$ cat src/hw/rtl/battery_fault_debounce_assert.svh
// Assertion macros for the battery fault debounce block.
// Needs nothing else; included by battery_fault_debounce, which checks its own logic.
`ifndef BATTERY_FAULT_DEBOUNCE_ASSERT_SVH
`define BATTERY_FAULT_DEBOUNCE_ASSERT_SVH

// same-cycle implication
`define BFD_ASSERT_NOW(lbl, clk, rst, ante, cons, msg) \
   lbl: assert property (@(posedge clk) disable iff (rst) (ante) |-> (cons)) else $error(msg);

// next-cycle implication
`define BFD_ASSERT_NEXT(lbl, clk, rst, ante, cons, msg) \
   lbl: assert property (@(posedge clk) disable iff (rst) (ante) |=> (cons)) else $error(msg);

`endif

$ cat src/hw/rtl/bfd_pkg.sv
// Package for the battery fault debounce block: word types, register map,
// reset values and the saturating counter helper. No dependencies.
`timescale 1ns / 1ps

package bfd_pkg;

   localparam int CELL_COUNT_DEF = 8;
   localparam int CODE_W         = 8;
   localparam int TICK_W         = 5;
   localparam int MIN_W          = 4;
   localparam int COUNT_W        = 4;
   localparam int TEMPS_W        = 64;
   localparam int ADDR_W         = 5;
   localparam int DATA_W         = 32;
   localparam int REG_IDX_W      = 3;

   localparam logic [REG_IDX_W-1:0] REG_INVALID_CODE = 3'd0;
   localparam logic [REG_IDX_W-1:0] REG_VOLT_SET     = 3'd1;
   localparam logic [REG_IDX_W-1:0] REG_TEMP_SET     = 3'd2;
   localparam logic [REG_IDX_W-1:0] REG_TEMP_CLEAR   = 3'd3;
   localparam logic [REG_IDX_W-1:0] REG_TEMP_MIN     = 3'd4;
   localparam logic [REG_IDX_W-1:0] REG_COMM_SET     = 3'd5;

   localparam logic [CODE_W-1:0] RST_INVALID_CODE = 8'd255;
   localparam logic [TICK_W-1:0] RST_VOLT_SET     = 5'd10;
   localparam logic [TICK_W-1:0] RST_TEMP_SET     = 5'd25;
   localparam logic [TICK_W-1:0] RST_TEMP_CLEAR   = 5'd10;
   localparam logic [MIN_W-1:0]  RST_TEMP_MIN     = 4'd3;
   localparam logic [TICK_W-1:0] RST_COMM_SET     = 5'd25;

   typedef struct packed {
      logic               volt_read_fault;
      logic               master_seen;
      logic [TEMPS_W-1:0] temp_vector;
   } req_type;

   typedef struct packed {
      logic               volt_alarm;
      logic               temp_alarm;
      logic               comm_alarm;
      logic [COUNT_W-1:0] invalid_count;
   } rsp_type;

   function automatic logic [TICK_W-1:0] bump(input logic [TICK_W-1:0] c);
      return (c == {TICK_W{1'b1}}) ? c : c + TICK_W'(1);
   endfunction

endpackage

$ cat src/hw/rtl/battery_fault_debounce.sv
// Battery fault debounce: top level with input register, alarm qualifiers and result register.
// Uses bfd_pkg and battery_fault_debounce_assert.svh.
//
// One tick word can be taken every clock cycle while the input is not stalled. An accepted
// word sits in the input register, the whole update of the three alarms and their counters
// runs from there, and the result word is then registered into the result register once
// that register is free or being taken. The input stalls only while the result register holds an
// untaken word and the input register is full, i.e. only when rsp_ready is held low.
`timescale 1ns / 1ps
`include "battery_fault_debounce_assert.svh"

module battery_fault_debounce
   import bfd_pkg::*;
#(
   parameter int CELL_COUNT = CELL_COUNT_DEF
) (
   input  logic              clock,
   input  logic              reset,
   input  logic              req_valid,
   output logic              req_ready,
   input  req_type           req_data,
   output logic              rsp_valid,
   input  logic              rsp_ready,
   output rsp_type           rsp_word,
   input  logic              psel,
   input  logic              penable,
   input  logic              pwrite,
   input  logic [ADDR_W-1:0] paddr,
   input  logic [DATA_W-1:0] pwdata,
   output logic [DATA_W-1:0] prdata,
   output logic              pready
);

   logic [CODE_W-1:0]  invalid_code_ff;
   logic [TICK_W-1:0]  volt_set_ff;
   logic [TICK_W-1:0]  temp_set_ff;
   logic [TICK_W-1:0]  temp_clear_ff;
   logic [MIN_W-1:0]   temp_min_ff;
   logic [TICK_W-1:0]  comm_set_ff;

   logic               in_vld_ff;
   req_type            in_data_ff;
   logic               out_vld_ff;
   rsp_type            out_data_ff;
   rsp_type            out_data_in;

   logic               volt_alarm_ff, volt_alarm_in;
   logic               temp_alarm_ff, temp_alarm_in;
   logic               comm_alarm_ff, comm_alarm_in;
   logic [TICK_W-1:0]  volt_cnt_ff, volt_cnt_in;
   logic [TICK_W-1:0]  temp_cnt_ff, temp_cnt_in;
   logic [TICK_W-1:0]  comm_cnt_ff, comm_cnt_in;

   logic               advance;
   logic               csr_write;
   logic [REG_IDX_W-1:0] reg_idx;
   logic [COUNT_W-1:0] inv_count;
   logic               temp_bad;

   logic               alarms_match;
   logic [3*TICK_W+2:0] alarm_state;

   assign pready    = 1'b1;
   assign csr_write = psel & penable & pwrite & pready;
   assign reg_idx   = paddr[ADDR_W-1:2];

   // register file
   always_ff @(posedge clock) begin
      if (reset) begin
         invalid_code_ff <= RST_INVALID_CODE;
         volt_set_ff     <= RST_VOLT_SET;
         temp_set_ff     <= RST_TEMP_SET;
         temp_clear_ff   <= RST_TEMP_CLEAR;
         temp_min_ff     <= RST_TEMP_MIN;
         comm_set_ff     <= RST_COMM_SET;
      end else if (csr_write) begin
         case (reg_idx)
            REG_INVALID_CODE: invalid_code_ff <= pwdata[CODE_W-1:0];
            REG_VOLT_SET:     volt_set_ff     <= pwdata[TICK_W-1:0];
            REG_TEMP_SET:     temp_set_ff     <= pwdata[TICK_W-1:0];
            REG_TEMP_CLEAR:   temp_clear_ff   <= pwdata[TICK_W-1:0];
            REG_TEMP_MIN:     temp_min_ff     <= pwdata[MIN_W-1:0];
            REG_COMM_SET:     comm_set_ff     <= pwdata[TICK_W-1:0];
            default: ;
         endcase
      end
   end

   always_comb begin
      case (reg_idx)
         REG_INVALID_CODE: prdata = DATA_W'(invalid_code_ff);
         REG_VOLT_SET:     prdata = DATA_W'(volt_set_ff);
         REG_TEMP_SET:     prdata = DATA_W'(temp_set_ff);
         REG_TEMP_CLEAR:   prdata = DATA_W'(temp_clear_ff);
         REG_TEMP_MIN:     prdata = DATA_W'(temp_min_ff);
         REG_COMM_SET:     prdata = DATA_W'(comm_set_ff);
         default:          prdata = '0;
      endcase
   end

   // handshake
   assign advance   = in_vld_ff & (~out_vld_ff | rsp_ready);
   assign req_ready = ~in_vld_ff | advance;
   assign rsp_valid = out_vld_ff;
   assign rsp_word  = out_data_ff;

   always_ff @(posedge clock) begin
      if (reset) begin
         in_vld_ff  <= 1'b0;
         out_vld_ff <= 1'b0;
      end else begin
         if (req_ready) begin
            in_vld_ff <= req_valid;
         end
         if (advance) begin
            out_vld_ff <= 1'b1;
         end else if (rsp_ready) begin
            out_vld_ff <= 1'b0;
         end
      end
   end

   always_ff @(posedge clock) begin
      if (req_valid & req_ready) begin
         in_data_ff <= req_data;
      end
      if (advance) begin
         out_data_ff <= out_data_in;
      end
   end

   // invalid sensor count
   always_comb begin
      inv_count = '0;
      for (int i = 0; i < CELL_COUNT; i++) begin
         if (in_data_ff.temp_vector[CODE_W*i +: CODE_W] == invalid_code_ff) begin
            inv_count = inv_count + COUNT_W'(1);
         end
      end
   end

   assign temp_bad = (inv_count >= temp_min_ff);

   // alarm qualification
   always_comb begin
      volt_alarm_in = volt_alarm_ff;
      volt_cnt_in   = volt_cnt_ff;
      if (!volt_alarm_ff) begin
         volt_cnt_in = in_data_ff.volt_read_fault ? bump(volt_cnt_ff) : '0;
         if (volt_cnt_in >= volt_set_ff) begin
            volt_cnt_in   = '0;
            volt_alarm_in = 1'b1;
         end
      end else if (!in_data_ff.volt_read_fault) begin
         volt_alarm_in = 1'b0;
      end

      temp_alarm_in = temp_alarm_ff;
      if (!temp_alarm_ff) begin
         temp_cnt_in = temp_bad ? bump(temp_cnt_ff) : '0;
         if (temp_cnt_in >= temp_set_ff) begin
            temp_cnt_in   = '0;
            temp_alarm_in = 1'b1;
         end
      end else begin
         temp_cnt_in = temp_bad ? '0 : bump(temp_cnt_ff);
         if (temp_cnt_in >= temp_clear_ff) begin
            temp_cnt_in   = '0;
            temp_alarm_in = 1'b0;
         end
      end

      comm_alarm_in = comm_alarm_ff;
      comm_cnt_in   = comm_cnt_ff;
      if (!comm_alarm_ff) begin
         comm_cnt_in = in_data_ff.master_seen ? '0 : bump(comm_cnt_ff);
         if (comm_cnt_in >= comm_set_ff) begin
            comm_cnt_in   = '0;
            comm_alarm_in = 1'b1;
         end
      end else if (in_data_ff.master_seen) begin
         comm_alarm_in = 1'b0;
      end

      out_data_in.volt_alarm    = volt_alarm_in;
      out_data_in.temp_alarm    = temp_alarm_in;
      out_data_in.comm_alarm    = comm_alarm_in;
      out_data_in.invalid_count = inv_count;
   end

   always_ff @(posedge clock) begin
      if (reset) begin
         volt_alarm_ff <= 1'b0;
         temp_alarm_ff <= 1'b0;
         comm_alarm_ff <= 1'b0;
         volt_cnt_ff   <= '0;
         temp_cnt_ff   <= '0;
         comm_cnt_ff   <= '0;
      end else if (advance) begin
         volt_alarm_ff <= volt_alarm_in;
         temp_alarm_ff <= temp_alarm_in;
         comm_alarm_ff <= comm_alarm_in;
         volt_cnt_ff   <= volt_cnt_in;
         temp_cnt_ff   <= temp_cnt_in;
         comm_cnt_ff   <= comm_cnt_in;
      end
   end

   assign alarms_match = (out_data_ff.volt_alarm == volt_alarm_ff) &&
                         (out_data_ff.temp_alarm == temp_alarm_ff) &&
                         (out_data_ff.comm_alarm == comm_alarm_ff);
   assign alarm_state  = {volt_alarm_ff, temp_alarm_ff, comm_alarm_ff,
                          volt_cnt_ff, temp_cnt_ff, comm_cnt_ff};

   `BFD_ASSERT_NOW(a_volt_cnt_idle, clock, reset, volt_alarm_ff, ~|volt_cnt_ff, "volt count moved")
   `BFD_ASSERT_NOW(a_comm_cnt_idle, clock, reset, comm_alarm_ff, ~|comm_cnt_ff, "comm count moved")
   `BFD_ASSERT_NOW(a_rsp_matches, clock, reset, out_vld_ff, alarms_match, "result out of step")
   `BFD_ASSERT_NEXT(a_state_hold, clock, reset, !advance, $stable(alarm_state), "state moved idle")
   `BFD_ASSERT_NEXT(a_word_out, clock, reset, advance, out_vld_ff, "processed word not presented")

endmodule

$ cat config.mk
export PLATFORM = sky130hd
export DESIGN_NAME = battery_fault_debounce
export DESIGN_NICKNAME = d
export VERILOG_FILES = /design/src/hw/rtl/bfd_pkg.sv /design/src/hw/rtl/battery_fault_debounce.sv
export VERILOG_INCLUDE_DIRS = /design/src /design/src/hw/rtl
export SDC_FILE = /design/constraint.sdc
export NUM_CORES = 1
export LEC_CHECK = 0
export ABC_AREA = 1
export ABC_CLOCK_PERIOD_IN_PS = 8050
export BUFFER_PORTS_ARGS = -buffer_cell sky130_fd_sc_hd__buf_2
export CORE_AREA = 2 2 165 167
export DETAILED_ROUTE_END_ITERATION = 10
export DIE_AREA = 0 0 167 169
export PLACE_DENSITY_LB_ADDON = 0.2
export SLEW_MARGIN = 40
export SYNTH_ARGS = -nofsm -noshare
export SYNTH_HDL_FRONTEND = slang
export SYNTH_SLANG_ARGS = --single-unit
$ cat constraint.sdc
create_clock -name clock -period 8.05 [get_ports clock]
set_clock_uncertainty 0.1 [all_clocks]
set_input_delay 0.805 -clock clock [delete_from_list [all_inputs] [get_ports clock]]
set_output_delay 0.805 -clock clock [all_outputs]
set_load 0.02 [all_outputs]
==> reports/qor.txt <==
Max Buffers Root-to-Sink - 2
DR vias/cell - 4.26
antenna cells - 0
Slew Limit Headroom - 0.544
Worst-Margin Slew - 684 ps
Async SR Flop Fraction - 0
first-pass GRT wire length - 29200 um
DRT Wirelength - 18600 um
Max Clk Rate - 145 MHz
ys flop type - edfxtp_1
area of the multi-input gates - 3270 um^2
DIE HEIGHT - 169 um
count of cell types in the netlist - 47
Placer Congestion - 0.804
CTS tree - built
DRC Markers - 0
Slew Limit Fails - 0
post_cts resized - 0
layout cells sized above 1 - 0.204
register area - 3230 um^2
placed inst area - 8030 um^2
initial core utilization - 0.274
RSZ-0062 raised after global routing - false
count of buffer and inverter cells on the critical path - 8
Final ANT Viol Nets - 0
worst r2r src - invalid_code_ff[1]
Final Hold Fails - 0
Core Box Area - 26500 um^2
sequential share of the synthesized area - 0.445
Max stage delay cell, worst path - dfxtp_1
number of warnings issued by yosys - 0
Starting DRT DRC Count - 333
Post-Syn Area - 7260 um^2
Sw Ratio - 0.269
combinational cell fraction of total power - 0.097
leakage - 4.04 nW
count leader, synth - nand2_1
critical path's top delay family - simple AND/OR/NAND/NOR gates
CP peak stage delay - 530 ps
final net count - 1124
Yosys top cell by area - edfxtp_1
CP Data Required Time - 8330 ps
vias in the first global route - 5321
setup TNS - 0 ps
Sw Pwr - 0.441 mW
final instance area - 8600 um^2
Sequential Power Share - 0.443
largest net degree at the start of global routing - 67
Peak supply drop - 131 uV
# H-tree levels - 4
number of port buffers - 100
Clock Sinks - 125
Tcrit/Tclk final - 0.856
Area Growth Syn to Fin - 18.4%
most frequent CP cell - nand2_1
Final setup viols - 0
Hold/Removal Path Class - flop to flop
die width - 167 um
clk_lat worst skew - 430 ps
IO Pins - 152
max-cap violations - 0
CP startpoint - invalid_code_ff[1]
Pre-Repair DR Iteration Count - 4
largest cells by area after synthesis - edfxtp_1, dfxtp_1, nand2_1
post-detail-place hpwl - 14000 um
gr ovfl total - 0
Post-synth EDFFs - 73
postcts setup bufs - 0
Worst Setup End Kind - flop
syn_area_per_cell - 8.33 um^2
Clk network pwr share - 0.460
Total GRT Usage - 0.135
die area - 28200 um^2
Filler Cells Inserted - 2836
TritonCTS Buffers - 17
clk root buf - clkbuf_16
Post-CTS Hold Buffers - 0
Yosys top cell area share - 0.302
WL per Instance - 14.0 um
outcome - completed
cell row count - 60
crit path time final - 6890 ps
Hold Crit Start - comm_cnt_ff[4]
crit path launch type - flop
Internal - 1.20 mW
via count - 5685
synthesized instance count - 871
crit-path max FO - 11
Crit Path Category - flop to flop
synth cell count leaders - nand2_1, inv_1, edfxtp_1, nor2_1, a21oi_1
synthesized flop and latch total - 125
initial antenna violation count - 0
Power Dens Cells - 191 nW/um^2
Worst-path clk slew - 60 ps
critical path arrival - 7170 ps
## registers in the layout (all words and copies together), names as in the netlist, 4 cells and up
name and cells:
comm_cnt_ff 5, comm_set_ff 5, in_data_ff 66, invalid_code_ff 8, rsp_word 7, temp_clear_ff 5
temp_cnt_ff 5, temp_min_ff 4, temp_set_ff 5, volt_cnt_ff 5, volt_set_ff 5
## area by class of cell
cell class,instances,area share
multi-input combinational,586,0.380
sequential,125,0.376
timing repair buffer,109,0.0665
inverter,142,0.0623
clock buffer,18,0.0499
tap,341,0.0496
clock inverter,14,0.0154
## stage by stage
stage / util / instances / hold WS (ps) / power (mW) / setup WS, ps
floorplan: - / 894 / 350 / 0.850 / 1960
global placement: 0.303 / 1303 / 380 / 0.900 / 1170
detailed placement: 0.303 / 1303 / 383 / 0.901 / 1100
CTS: 0.324 / 1335 / 395 / 1.66 / 1080
global route: 0.324 / 1335 / 416 / 1.71 / 349
finish: 0.324 / 1335 / 390 / 1.64 / 1160
## worst min-delay path: stages (launching register included)
cell,delay [ps]
dfxtp_1,300
inv_1,80
a211oi_1,70
## metal layers
metal,vias to the layer above,GRT usage,part of all wire
li1,3034,-,-
met1,2485,0.185,0.49
met2,154,0.213,0.45
met3,12,0.0302,0.048
met4,0,0.0420,0.0077
met5,-,0,0
## cell families after synthesis
| group | synth area share |
|---|---|
| and+or+nand+nor | 0.220 |
| buffers and inverters | 0.117 |
| AOI/OAI and AO/OA | 0.111 |
| DFF | 0.445 |
| xor gates and xnor gates | 0.0471 |
| adders and majority gates | 0.0569 |
| other | 0.00103 |
| muxes | 0.00207 |
## cell usage in the layout (no fill, tap or decap), types with 3 or more instances in the layout
cell type and instances:
a21oi_1 55, nor2_2 8, nand2_1 179, or2_1 3, nand4_1 16, or2_2 8
inv_6 7, a211oi_1 6, a221oi_1 3, xor2_1 23, o211ai_1 8, conb_1 25
nand3_1 29, inv_2 13, nand3_2 10, buf_4 8, buf_2 100, ha_1 33
clkbuf_16 17, edfxtp_1 73, o21ai_0 48, clkinvlp_4 3, o221ai_1 3, nand2_2 13
inv_1 127, dfxtp_1 52, o21a_1 3, o22ai_1 4, a22oi_1 4, nor3_1 10
nor2_1 59, xnor2_1 16
## power groups by stage
| stage | Sequential [mW] | Combinational (mW) | Clock [mW] |
|---|---|---|---|
| after floorplan | 0.739 | 0.110 | 0 |
| after global placement | 0.740 | 0.160 | 0 |
| after detailed placement | 0.740 | 0.161 | 0 |
| after CTS | 0.726 | 0.161 | 0.770 |
| after global routing | 0.730 | 0.180 | 0.796 |
| final | 0.726 | 0.159 | 0.753 |
## final timing paths
check	depth (start not counted)	endpoint	slack, ps
setup / recovery	43	temp_cnt_ff[1]	1160
hold / removal	2	comm_cnt_ff[4]	390
setup reg to reg	43	temp_cnt_ff[1]	1160
hold reg to reg	2	comm_cnt_ff[4]	390
Note: power is estimated with default switching activity, not from simulation.
